File: config.mk
export PLATFORM = sky130hd
export DESIGN_NAME = ipi_interrupt_controller
export DESIGN_NICKNAME = d
export VERILOG_FILES = /design/src/hdl/ipi_pkg.sv /design/src/hdl/ipi_ffs.sv /design/src/hdl/ipi_interrupt_controller.sv
export SDC_FILE = /design/constraint.sdc
export NUM_CORES = 1
export LEC_CHECK = 0
export BUFFER_PORTS_ARGS = -buffer_cell sky130_fd_sc_hd__buf_2
export CAP_MARGIN = 10
export CELL_PAD_IN_SITES_DETAIL_PLACEMENT = 0
export CELL_PAD_IN_SITES_GLOBAL_PLACEMENT = 1
export CORE_MARGIN = 3
export CORE_UTILIZATION = 35
export DETAILED_ROUTE_END_ITERATION = 8
export PLACE_DENSITY_LB_ADDON = 0.1
export SKIP_LAST_GASP = 1
export SLEW_MARGIN = 20
export SYNTH_ARGS = -nofsm -noshare
export SYNTH_HDL_FRONTEND = slang
export SYNTH_SLANG_ARGS = --single-unit
export TNS_END_PERCENT = 100
File: constraint.sdc
create_clock -name clock -period 23.6 [get_ports clock]
set_clock_uncertainty 0.2 [all_clocks]
set_input_delay 3.54 -clock clock [delete_from_list [all_inputs] [get_ports clock]]
set_output_delay 3.54 -clock clock [all_outputs]
set_load 0.02 [all_outputs]
File: src/hdl/ipi_pkg.sv
// ipi_pkg: shared constants, operation codes and sequencer states for the
// interrupt controller. No dependencies.
package ipi_pkg;

   localparam int NUM_LINES_DEF = 64;
   localparam int MAX_DEPTH_DEF = 15;

   localparam int OP_W     = 4;
   localparam int LINE_W   = 6;
   localparam int DEPTH_W  = 4;
   localparam int COUNT_W  = 32;
   localparam int PORT_VEC = 64;

   typedef enum logic [OP_W-1:0] {
      OP_RAISE     = 4'd0,
      OP_ENTER     = 4'd1,
      OP_EXIT      = 4'd2,
      OP_ENABLE    = 4'd3,
      OP_DISABLE   = 4'd4,
      OP_MASK      = 4'd5,
      OP_UNMASK    = 4'd6,
      OP_ACK       = 4'd7,
      OP_EOI       = 4'd8,
      OP_SETTYPE   = 4'd9,
      OP_UNMASKALL = 4'd10
   } opcode_type;

   typedef enum logic [2:0] {
      ST_IDLE     = 3'b001,
      ST_EXEC     = 3'b010,
      ST_DISPATCH = 3'b100
   } state_type;

endpackage

File: src/hdl/ipi_ffs.sv
// ipi_ffs: lowest-set-bit finder shared by the dispatch loop.
// Depends on ipi_pkg.
module ipi_ffs #(
   parameter int NUM_LINES = ipi_pkg::NUM_LINES_DEF
) (
   input  logic [NUM_LINES-1:0]         vec,
   output logic [$clog2(NUM_LINES)-1:0] idx
);
   import ipi_pkg::*;

   localparam int IDX_W = $clog2(NUM_LINES);

   always_comb begin
      idx = '0;
      for (int i = NUM_LINES - 1; i >= 0; i--) begin
         if (vec[i]) begin
            idx = IDX_W'(i);
         end
      end
   end

endmodule

File: src/hdl/ipi_interrupt_controller.sv
// ipi_interrupt_controller: top level, operation sequencer and state words.
// Depends on ipi_pkg and ipi_ffs.
//
// A register operation's single result strobes on rsp_valid in the cycle
// in which busy falls. Enter with N pending lines strobes one vector per
// cycle, lowest line first; the dispatch loop runs through one shared
// lowest-set-bit finder, one line per cycle. Results cannot be held off:
// rsp_valid is high for one cycle per result item.
module ipi_interrupt_controller #(
   parameter int NUM_LINES = ipi_pkg::NUM_LINES_DEF,
   parameter int MAX_DEPTH = ipi_pkg::MAX_DEPTH_DEF
) (
   input  logic                         clock,
   input  logic                         reset,
   input  logic                         start,
   output logic                         busy,
   input  logic [ipi_pkg::OP_W-1:0]     req_opcode,
   input  logic [ipi_pkg::LINE_W-1:0]   req_line,
   input  logic [ipi_pkg::PORT_VEC-1:0] req_raise_lines,
   input  logic                         req_hw_cleared,
   output logic                         rsp_valid,
   output logic                         rsp_has_vector,
   output logic [ipi_pkg::LINE_W-1:0]   rsp_vector,
   output logic                         rsp_last,
   output logic [ipi_pkg::COUNT_W-1:0]  rsp_device_count,
   output logic [ipi_pkg::PORT_VEC-1:0] rsp_pending,
   output logic [ipi_pkg::DEPTH_W-1:0]  rsp_depth,
   output logic                         rsp_status,
   input  logic                         csr_wr_en,
   input  logic [ipi_pkg::LINE_W-1:0]   csr_wr_data
);
   import ipi_pkg::*;

   localparam int         IDX_W       = $clog2(NUM_LINES);
   localparam logic [7:0] MAX_DEPTH_C = 8'(MAX_DEPTH);

   state_type state_ff, state_in;

   logic [OP_W-1:0]      op_ff, op_in;
   logic [LINE_W-1:0]    line_ff, line_in;
   logic [NUM_LINES-1:0] raise_ff, raise_in;
   logic                 hwc_ff, hwc_in;

   logic [LINE_W-1:0]    resched_ff, resched_in;
   logic [NUM_LINES-1:0] event_ff, event_in;
   logic [NUM_LINES-1:0] mask_ff, mask_in;
   logic [NUM_LINES-1:0] disable_ff, disable_in;
   logic [NUM_LINES-1:0] hwcl_ff, hwcl_in;
   logic [NUM_LINES-1:0] remain_ff, remain_in;
   logic [DEPTH_W-1:0]   depth_ff, depth_in;
   logic [COUNT_W-1:0]   count_ff, count_in;

   logic                 rsp_valid_ff, rsp_valid_in;
   logic                 rsp_hv_ff, rsp_hv_in;
   logic [LINE_W-1:0]    rsp_vec_ff, rsp_vec_in;
   logic                 rsp_last_ff, rsp_last_in;
   logic [COUNT_W-1:0]   rsp_count_ff, rsp_count_in;
   logic [PORT_VEC-1:0]  rsp_pend_ff, rsp_pend_in;
   logic [DEPTH_W-1:0]   rsp_depth_ff, rsp_depth_in;
   logic                 rsp_status_ff, rsp_status_in;

   logic [NUM_LINES-1:0] line_bit;
   logic [NUM_LINES-1:0] pend_cur;
   logic [IDX_W-1:0]     ffs_idx;
   logic [LINE_W-1:0]    ffs_line;
   logic                 status;
   logic                 dispatch;

   ipi_ffs #(.NUM_LINES(NUM_LINES)) u_ffs (
      .vec (remain_ff),
      .idx (ffs_idx)
   );

   assign ffs_line = LINE_W'(ffs_idx);
   assign pend_cur = event_ff & ~mask_ff;

   // lines beyond NUM_LINES decode to no bit at all
   always_comb begin
      for (int i = 0; i < NUM_LINES; i++) begin
         line_bit[i] = (line_ff == LINE_W'(i));
      end
   end

   always_comb begin
      state_in      = state_ff;
      op_in         = op_ff;
      line_in       = line_ff;
      raise_in      = raise_ff;
      hwc_in        = hwc_ff;
      resched_in    = resched_ff;
      event_in      = event_ff;
      mask_in       = mask_ff;
      disable_in    = disable_ff;
      hwcl_in       = hwcl_ff;
      remain_in     = remain_ff;
      depth_in      = depth_ff;
      count_in      = count_ff;
      rsp_valid_in  = 1'b0;
      rsp_hv_in     = rsp_hv_ff;
      rsp_vec_in    = rsp_vec_ff;
      rsp_last_in   = rsp_last_ff;
      rsp_count_in  = rsp_count_ff;
      rsp_pend_in   = rsp_pend_ff;
      rsp_depth_in  = rsp_depth_ff;
      rsp_status_in = rsp_status_ff;
      status        = 1'b0;
      dispatch      = 1'b0;

      if (csr_wr_en) begin
         resched_in = csr_wr_data;
      end

      case (state_ff)
         ST_IDLE: begin
            if (start) begin
               op_in    = req_opcode;
               line_in  = req_line;
               raise_in = req_raise_lines[NUM_LINES-1:0];
               hwc_in   = req_hw_cleared;
               state_in = ST_EXEC;
            end
         end
         ST_EXEC: begin
            case (op_ff)
               OP_RAISE: event_in = event_ff | raise_ff;
               OP_ENTER: begin
                  if ({4'd0, depth_ff} >= MAX_DEPTH_C || depth_ff == '1) begin
                     status = 1'b1;
                  end else begin
                     remain_in = pend_cur;
                     mask_in   = mask_ff | pend_cur;
                     depth_in  = depth_ff + DEPTH_W'(1);
                     dispatch  = (pend_cur != '0);
                  end
               end
               OP_EXIT: begin
                  if (depth_ff == '0) begin
                     status = 1'b1;
                  end else begin
                     depth_in = depth_ff - DEPTH_W'(1);
                     if (depth_ff == DEPTH_W'(1)) begin
                        mask_in = mask_ff & disable_ff;
                     end
                  end
               end
               OP_ENABLE: begin
                  disable_in = disable_ff & ~line_bit;
                  if (depth_ff == '0) begin
                     mask_in = mask_ff & ~line_bit;
                  end
               end
               OP_DISABLE: begin
                  disable_in = disable_ff | line_bit;
                  mask_in    = mask_ff | line_bit;
               end
               OP_MASK:   mask_in = mask_ff | line_bit;
               OP_UNMASK: mask_in = mask_ff & ~line_bit;
               OP_ACK: begin
                  if ((hwcl_ff & line_bit) == '0) begin
                     event_in = event_ff & ~line_bit;
                  end
               end
               OP_EOI: begin
                  if ((disable_ff & line_bit) == '0) begin
                     mask_in = mask_ff & ~line_bit;
                  end
               end
               OP_SETTYPE: begin
                  if (hwc_ff) begin
                     hwcl_in = hwcl_ff | line_bit;
                  end else begin
                     hwcl_in = hwcl_ff & ~line_bit;
                  end
               end
               OP_UNMASKALL: mask_in = '0;
               default: ;
            endcase

            if (dispatch) begin
               state_in = ST_DISPATCH;
            end else begin
               state_in      = ST_IDLE;
               rsp_valid_in  = 1'b1;
               rsp_hv_in     = 1'b0;
               rsp_vec_in    = '0;
               rsp_last_in   = 1'b1;
               rsp_count_in  = count_ff;
               rsp_pend_in   = PORT_VEC'(event_in & ~mask_in);
               rsp_depth_in  = depth_in;
               rsp_status_in = status;
            end
         end
         ST_DISPATCH: begin
            remain_in = remain_ff & ~(NUM_LINES'(1) << ffs_idx);
            if (ffs_line != resched_ff) begin
               count_in = count_ff + COUNT_W'(1);
            end
            rsp_valid_in  = 1'b1;
            rsp_hv_in     = 1'b1;
            rsp_vec_in    = ffs_line;
            rsp_last_in   = (remain_in == '0);
            rsp_count_in  = count_in;
            rsp_pend_in   = PORT_VEC'(pend_cur);
            rsp_depth_in  = depth_ff;
            rsp_status_in = 1'b0;
            if (remain_in == '0) begin
               state_in = ST_IDLE;
            end
         end
         default: state_in = ST_IDLE;
      endcase
   end

   always_ff @(posedge clock) begin
      if (reset) begin
         state_ff     <= ST_IDLE;
         resched_ff   <= '0;
         event_ff     <= '0;
         mask_ff      <= '1;
         disable_ff   <= '0;
         hwcl_ff      <= '0;
         remain_ff    <= '0;
         depth_ff     <= '0;
         count_ff     <= '0;
         rsp_valid_ff <= 1'b0;
      end else begin
         state_ff     <= state_in;
         resched_ff   <= resched_in;
         event_ff     <= event_in;
         mask_ff      <= mask_in;
         disable_ff   <= disable_in;
         hwcl_ff      <= hwcl_in;
         remain_ff    <= remain_in;
         depth_ff     <= depth_in;
         count_ff     <= count_in;
         rsp_valid_ff <= rsp_valid_in;
      end
   end

   always_ff @(posedge clock) begin
      op_ff         <= op_in;
      line_ff       <= line_in;
      raise_ff      <= raise_in;
      hwc_ff        <= hwc_in;
      rsp_hv_ff     <= rsp_hv_in;
      rsp_vec_ff    <= rsp_vec_in;
      rsp_last_ff   <= rsp_last_in;
      rsp_count_ff  <= rsp_count_in;
      rsp_pend_ff   <= rsp_pend_in;
      rsp_depth_ff  <= rsp_depth_in;
      rsp_status_ff <= rsp_status_in;
   end

   assign busy             = (state_ff != ST_IDLE);
   assign rsp_valid        = rsp_valid_ff;
   assign rsp_has_vector   = rsp_hv_ff;
   assign rsp_vector       = rsp_vec_ff;
   assign rsp_last         = rsp_last_ff;
   assign rsp_device_count = rsp_count_ff;
   assign rsp_pending      = rsp_pend_ff;
   assign rsp_depth        = rsp_depth_ff;
   assign rsp_status       = rsp_status_ff;

endmodule
# Word level (Yosys, flattened, before mapping)
# Cells that the tools add are included.
word_totals:
  register_bits: 550
  in_bits: 85
  output_inout_bits: 111
  elab_cells: 256
op_classes:
  addsub: 3
  magnitude_cmp: 1
  eq_ne: 85
  shift: 1
  n_mux: 109
  bitwise: 19
  n_reduce_logical: 17
ops:
  columns: ["op", "count"]
  rows:
  - ["64-bit two-way mux", 12]
  - ["64-bit AND", 10]
  - ["64-bit one-hot mux with 2 select lines", 4]
  - ["64-bit one-hot mux with 7 select lines", 1]
  - ["6-bit two-way mux", 65]
  - ["64-bit bitwise OR", 5]
  - ["64-bit NOT", 4]
  - ["6-bit == test, second input constant", 32]
  - ["64-bit zero test", 3]
  - ["6-bit by 5-bit == test with 1-bit output, second input constant", 16]
  - ["32-bit two-way mux", 2]
  - ["32-bit one-hot mux with 2 select lines", 1]
  - ["64-bit nonzero test", 1]
  - ["1-bit by 6-bit << shifter with 64-bit output, first input constant", 1]
  - ["6-bit by 4-bit == test with 1-bit output, second input constant", 8]
  - ["32-bit by 1-bit adder with 32-bit output, second input constant", 1]
  - ["6-bit by 3-bit == test with 1-bit output, second input constant", 4]
  - ["4-bit by 3-bit == test with 1-bit output, second input constant", 4]
  - ["4-bit == test, second input constant", 4]
  - ["4-bit one-hot mux with 2 select lines", 2]
  - ["6-bit by 2-bit == test with 1-bit output, second input constant", 2]
  - ["4-bit two-way mux", 3]
  - ["6-bit one-hot mux with 2 select lines", 1]
  - ["1-bit one-hot mux with 2 select lines", 5]
  - ["23 further kinds", 44]

# Logic depth before layout (Yosys ltp)
logic_depth:
  depth_word: 70
  mapped_depth: 15
  ltp_nobuf: 12

# By module
# From an unflattened synthesis, not the netlist that was laid out.
unflattened:
  cells_unflattened: 3411
  area_unflattened_um2: 29721.0
by_module_without_submodules:
  columns: ["module", "n_inst", "cells_per_inst", "area_per_inst_um2", "seq_area_each_um2"]
  rows:
  - ["ipi_interrupt_controller", 1, 3264, 28895.2, 12852.3]
  - ["ipi_ffs", 1, 147, 825.8, 0.0]

# Worst setup path after synthesis
# Ideal clock, no wire load.
synth_path:
  kind: "reg2reg"
  startpoint: "register event_ff[60]"
  endpoint: "register rsp_depth_ff[0], in the netlist rsp_depth[0], enable pin"
  setup_ps: 729
  arrival_time_ps: 9147
  path_slack_ps: 13524
  stages_incl_launch_ff: 7
  n_path_buf: 0
  path_cell_list: "dfxtp_1 -> nor2b_1 -> or4_1 -> nor4_1 -> nand4_1 -> o21a_1 -> o21ai_0"
synth_via:
  elab_chain_cells: 7
synth_lines:
  columns: ["item", "line_no", "source"]
  rows:
  - ["start, declared", "ipi_interrupt_controller.sv:45", "logic [NUM_LINES-1:0] event_ff, event_in;"]
  - ["start signal, assigned", "ipi_interrupt_controller.sv:229", "event_ff <= event_in;"]
  - ["64-bit AND", "ipi_interrupt_controller.sv:75", "assign pend_cur = event_ff & ~mask_ff;"]
  - ["64-bit nonzero test", "ipi_interrupt_controller.sv:133", "dispatch = (pend_cur != '0);"]
  - ["1-bit two-way mux", "ipi_interrupt_controller.sv:127", "if ({4'd0, depth_ff} >= MAX_DEPTH_C || depth_ff == '1) begin"]
  - ["1-bit two-way mux", "ipi_interrupt_controller.sv:124", "case (op_ff)"]
  - ["1-bit two-way mux", "ipi_interrupt_controller.sv:113", "case (state_ff)"]
  - ["2-bit != test (no source line)", null, null]
  - ["2-bit AND reduction (no source line)", null, null]
  - ["end signal, assigned", "ipi_interrupt_controller.sv:250", "rsp_depth_ff <= rsp_depth_in;"]
  - ["end, declared", "ipi_interrupt_controller.sv:59", "logic [DEPTH_W-1:0] rsp_depth_ff, rsp_depth_in;"]
# Every way passes these cells. The select of a mux whose other input is x is not followed.
# A chain may end at the register's enable or synchronous reset.

# Worst setup path after layout
layout_path:
  startpoint: "input port reset"
  endpoint: "register event_ff[49]"
layout_lines:
  columns: ["item", "line_no", "source"]
  rows:
  - ["start, declared", "ipi_interrupt_controller.sv:14", "input logic reset,"]
# No word-level cell between the ends.

==> key figures <==
Routing
  • Avg WL per Cell: 28.1 um
  • Final WL: 124000 um
  • Starting DRT DRC Count: 2346
  • Via count: 26800
  • Average via count per standard cell: 6.10
  • Drc violations: 0
  • Routed met1 length: 52100 um
  • Sum of met3 wire segment lengths after detailed routing: 7700 um
  • Highest metal layer with signal wires: met4
  • Met2 layer wire length in the routed design: 58100 um
  • Number of detailed-routing iterations run before antenna repair: 6
  • Remaining antenna violation count after routing: 0

Critical path
  • Ordered cell list for the critical path: buf_8 > buf_4 > buf_4 > buf_4 > a311oi_1
  • Endpoint of the worst setup timing path: event_ff[49]$_SDFFE_PP0P_
  • Reg-to-Reg Start: line_ff[4]$_DFFE_PP_
  • Cell repeated most along the worst path: sky130_fd_sc_hd__buf_4
  • Critical path endpoint category: register
  • Worst endpoint required time: 23.84 ns
  • Nature of the critical path startpoint: primary input
  • Arrival time worst endpoint: 7.10 ns
  • Crit-path max FO: 108
  • Worst path max stage delay: 0.99 ns
  • R2R setup slack: 18.18 ns
  • Kind of critical path: primary input to register
  • Slowest cell on crit path: sky130_fd_sc_hd__buf_4
  • Capture instance of the worst register-to-register path: rsp_pending[5]$_DFFE_PP_
  • Cells on worst reg2reg path: 12
  • CP startpoint: reset

Clock network
  • TritonCTS clock tree: built
  • Post-CTS clock slew at the launch and capture registers of the worst setup and hold paths: 0.06 ns
  • Clk_lat worst skew: 0.62 ns
  • Buffer count from post-CTS setup fixing: 0
  • Num CTS Buffers: 69
  • CTS HTree Levels: 3
  • Cts-stage hold buffer count: 0
  • Clock tree buffer depth: 3
  • Clock sink count: 550
  • Number of gates resized after cts: 0
  • Library cell used as clock root buffer: sky130_fd_sc_hd__clkbuf_16

Yosys
  • Cell Area, Synth: 27500 sq um
  • Fraction of synthesis flops using an asynchronous set or reset pin: 0%
  • Count of flip-flops with a built-in enable after synthesis: 184
  • Number of distinct library cell variants in the gate-level netlist after synthesis: 81
  • Avg Cell Area, Syn: 8.55 sq um
  • Share of the yosys chip area belonging to registers: 46.7%
  • Flip-flop cell with the highest count after synthesis: sky130_fd_sc_hd__dfxtp_1
  • Yosys Warn Count: 0
  • Mapped Cells: 3217
  • Register bit count reported by yosys: 550
  • Syn Nets: 3306

Timing
  • Achievable Freq: 146 MHz
  • Unrepaired setup endpoints after global routing: false
  • Worst hold slack: 0.278 ns
  • Max-slew headroom at the worst pin: 23.7%
  • Fin Setup TNS: 0 ns
  • Max-slew violation count: 0
  • Crit path setup slack, layout: 16.75 ns
  • Final cycle utilization of the critical path: 29.0%
  • Clock period minus final worst setup slack: 6.85 ns
  • Number of hold-slack violations in the final timing report: 0
  • Actual slew at the worst max-slew pin: 1.14 ns
  • Setup violation total in the final timing report: 0

Global routing
  • Overall track demand over capacity in global routing: 29.3%
  • First-pass GRT wire length: 181000 um
  • Maximum number of pins on one net before global-route repair: 109
  • Sum of overflow across all layers after global routing: 0
  • Initial antenna violation count: 4
  • Vias in the first global route: 25600

Pwr
  • Part of the power in registers: 45.8%
  • Net switching fraction of the power: 25.5%
  • PwrDens: 70.3 nW/um^2
  • Pleak: 10.5 nW
  • Internal Power: 1.66 mW
  • Combinational fraction of design power: 7.0%
  • Net switching component of the power: 568 uW
  • IR drop worst, VDD: 0.0492 mV
  • Share of power burned in the clock network: 47.2%

Floorplan
  • Die H: 286 um
  • Count of standard-cell rows: 102
  • Std-Cell Core Area: 77600 sq um
  • Die width: 286 um
  • Full die area: 82000 sq um
  • Initial standard-cell utilization of the core: 35.4%
  • Ports: 196

Placement
  • Port-buffer cells: 195
  • DPL Wire Length: 87400 um
  • Worst setup slack after placement: 16.16 ns
  • Routability congestion estimate from global placement: 0.952

Hold path
  • Path type of the worst min-delay path: register to register

Final layout
  • Net count of the finished layout: 3383
  • Proportion of layout cells with a drive suffix above 1: 12.1%
  • Fillers: 7879
  • ANT cells: 0
  • Area growth from synthesis to layout: 15.1%

Run status
  • Run status: complete, no violations

Job
  • Max-cap violations: 0
-- power by group through the flow --
stage / clock network (mW) / registers [mW] / logic, mW
floorplan: 0 / 1.04 / 0.0986
global placement: 0 / 1.04 / 0.152
detailed placement: 0 / 1.04 / 0.155
CTS: 1.07 / 1.02 / 0.155
global route: 1.11 / 1.02 / 0.171
finish: 1.05 / 1.02 / 0.156
-- cells in the mapped netlist (8+ instances only) --
cell type / number / share of area [%]
sky130_fd_sc_hd__a211o_1: 66 / 2.1
sky130_fd_sc_hd__a22o_1: 49 / 1.6
sky130_fd_sc_hd__a22oi_1: 22 / 0.60
sky130_fd_sc_hd__a41oi_1: 64 / 2.0
sky130_fd_sc_hd__mux2i_1: 8 / 0.29
sky130_fd_sc_hd__nand3_1: 101 / 1.8
sky130_fd_sc_hd__a311oi_1: 63 / 2.0
sky130_fd_sc_hd__nand2b_1: 78 / 1.8
sky130_fd_sc_hd__a221oi_1: 26 / 0.83
sky130_fd_sc_hd__xnor2_1: 19 / 0.61
sky130_fd_sc_hd__nor4_1: 35 / 0.80
sky130_fd_sc_hd__buf_2: 10 / 0.18
sky130_fd_sc_hd__o21ai_0: 344 / 6.3
sky130_fd_sc_hd__dfxtp_1: 366 / 27
sky130_fd_sc_hd__nor2_1: 304 / 4.1
sky130_fd_sc_hd__nand2_1: 322 / 4.4
sky130_fd_sc_hd__clkbuf_1: 234 / 3.2
sky130_fd_sc_hd__nand4_1: 33 / 0.75
sky130_fd_sc_hd__xor2_1: 19 / 0.61
sky130_fd_sc_hd__or4_1: 12 / 0.33
sky130_fd_sc_hd__o211ai_1: 59 / 1.6
sky130_fd_sc_hd__buf_1: 9 / 0.12
sky130_fd_sc_hd__a21oi_1: 415 / 7.6
sky130_fd_sc_hd__edfxtp_1: 184 / 20
sky130_fd_sc_hd__and3_1: 10 / 0.23
sky130_fd_sc_hd__nor2b_1: 74 / 1.7
sky130_fd_sc_hd__inv_1: 35 / 0.48
sky130_fd_sc_hd__a211oi_1: 84 / 2.3
sky130_fd_sc_hd__or3_1: 11 / 0.25
sky130_fd_sc_hd__nor3_1: 39 / 0.71
-- area by class of cell --
class | count | area [sq um] | area share, %
well taps | 1040 | 1300 | 4.11
multi-input cells | 2377 | 13700 | 43.2
inverters | 36 | 138 | 0.435
clock inverters | 32 | 295 | 0.933
flip-flops and latches | 550 | 12900 | 40.6
clock buffers | 96 | 1920 | 6.07
repair buffers | 260 | 1480 | 4.68
-- per-layer routing --
layer  global-route usage [%]  up-vias
li1                         -    12200
met1                     38.7    13300
met2                     48.2     1085
met3                     4.22      229
met4                     12.1        0
met5                        0        -
-- kinds of logic after synthesis --
| logic type | after synthesis | share of synthesized area [%] |
|---|---|---|
| XOR/XNOR | 38 | 1.21 |
| adder cells (fa/ha/maj) | 4 | 0.182 |
| buffers and inverters | 290 | 4.03 |
| multiplexers | 9 | 0.332 |
| AO/OA/AOI/OAI | 1262 | 29.1 |
| AND/OR/NAND/NOR | 1064 | 18.4 |
| flip-flops | 550 | 46.7 |
-- through the flow --
stage          cell area (sq um)  utilization, %  total power [mW]  std cells
4_1_cts                    31600            40.8              2.25       4391
3_3_place_gp               29400            37.9              1.19       4262
3_5_place_dp               29400            37.9              1.19       4263
6_report                   31600            40.8              2.22       4391
5_1_grt                    31600            40.8              2.30       4391
2_1_floorplan              27500               -              1.14       3217
-- placed cells by master, fill, tap and decap left out, types with 64 or more instances in the layout --
cell type                   synthesis  routed
sky130_fd_sc_hd__a21oi_1          415     414
sky130_fd_sc_hd__dfxtp_1          366     366
sky130_fd_sc_hd__o21ai_0          344     342
sky130_fd_sc_hd__nand2_1          322     319
sky130_fd_sc_hd__nor2_1           304     301
sky130_fd_sc_hd__buf_2             10     194
sky130_fd_sc_hd__edfxtp_1         184     184
sky130_fd_sc_hd__nand3_1          101     101
sky130_fd_sc_hd__a211oi_1          84      84
sky130_fd_sc_hd__nand2b_1          78      78
sky130_fd_sc_hd__nor2b_1           74      73
sky130_fd_sc_hd__clkbuf_16          0      71
sky130_fd_sc_hd__a211o_1           66      66
sky130_fd_sc_hd__a41oi_1           64      64
-- how the worst min path moves through the flow --
| stage | cells past startpoint | slack, ns | to |
|---|---|---|---|
| after floorplan | 1 | 0.25 | mask_ff[0]$_SDFFE_PP1P_ |
| after global placement | 2 | 0.26 | register |
| after CTS | 2 | 0.27 | register |
| after global routing | 2 | 0.30 | register |
| final | 2 | 0.28 | register |
| after detailed placement | 2 | 0.27 | register |
-- worst max-delay path, delay by kind of cell --
kind / cells / cell delay [ns]
buf+inv: 4 / 3.27
compound gates: 1 / 0.12
Note: power is estimated with default switching activity, not from simulation.
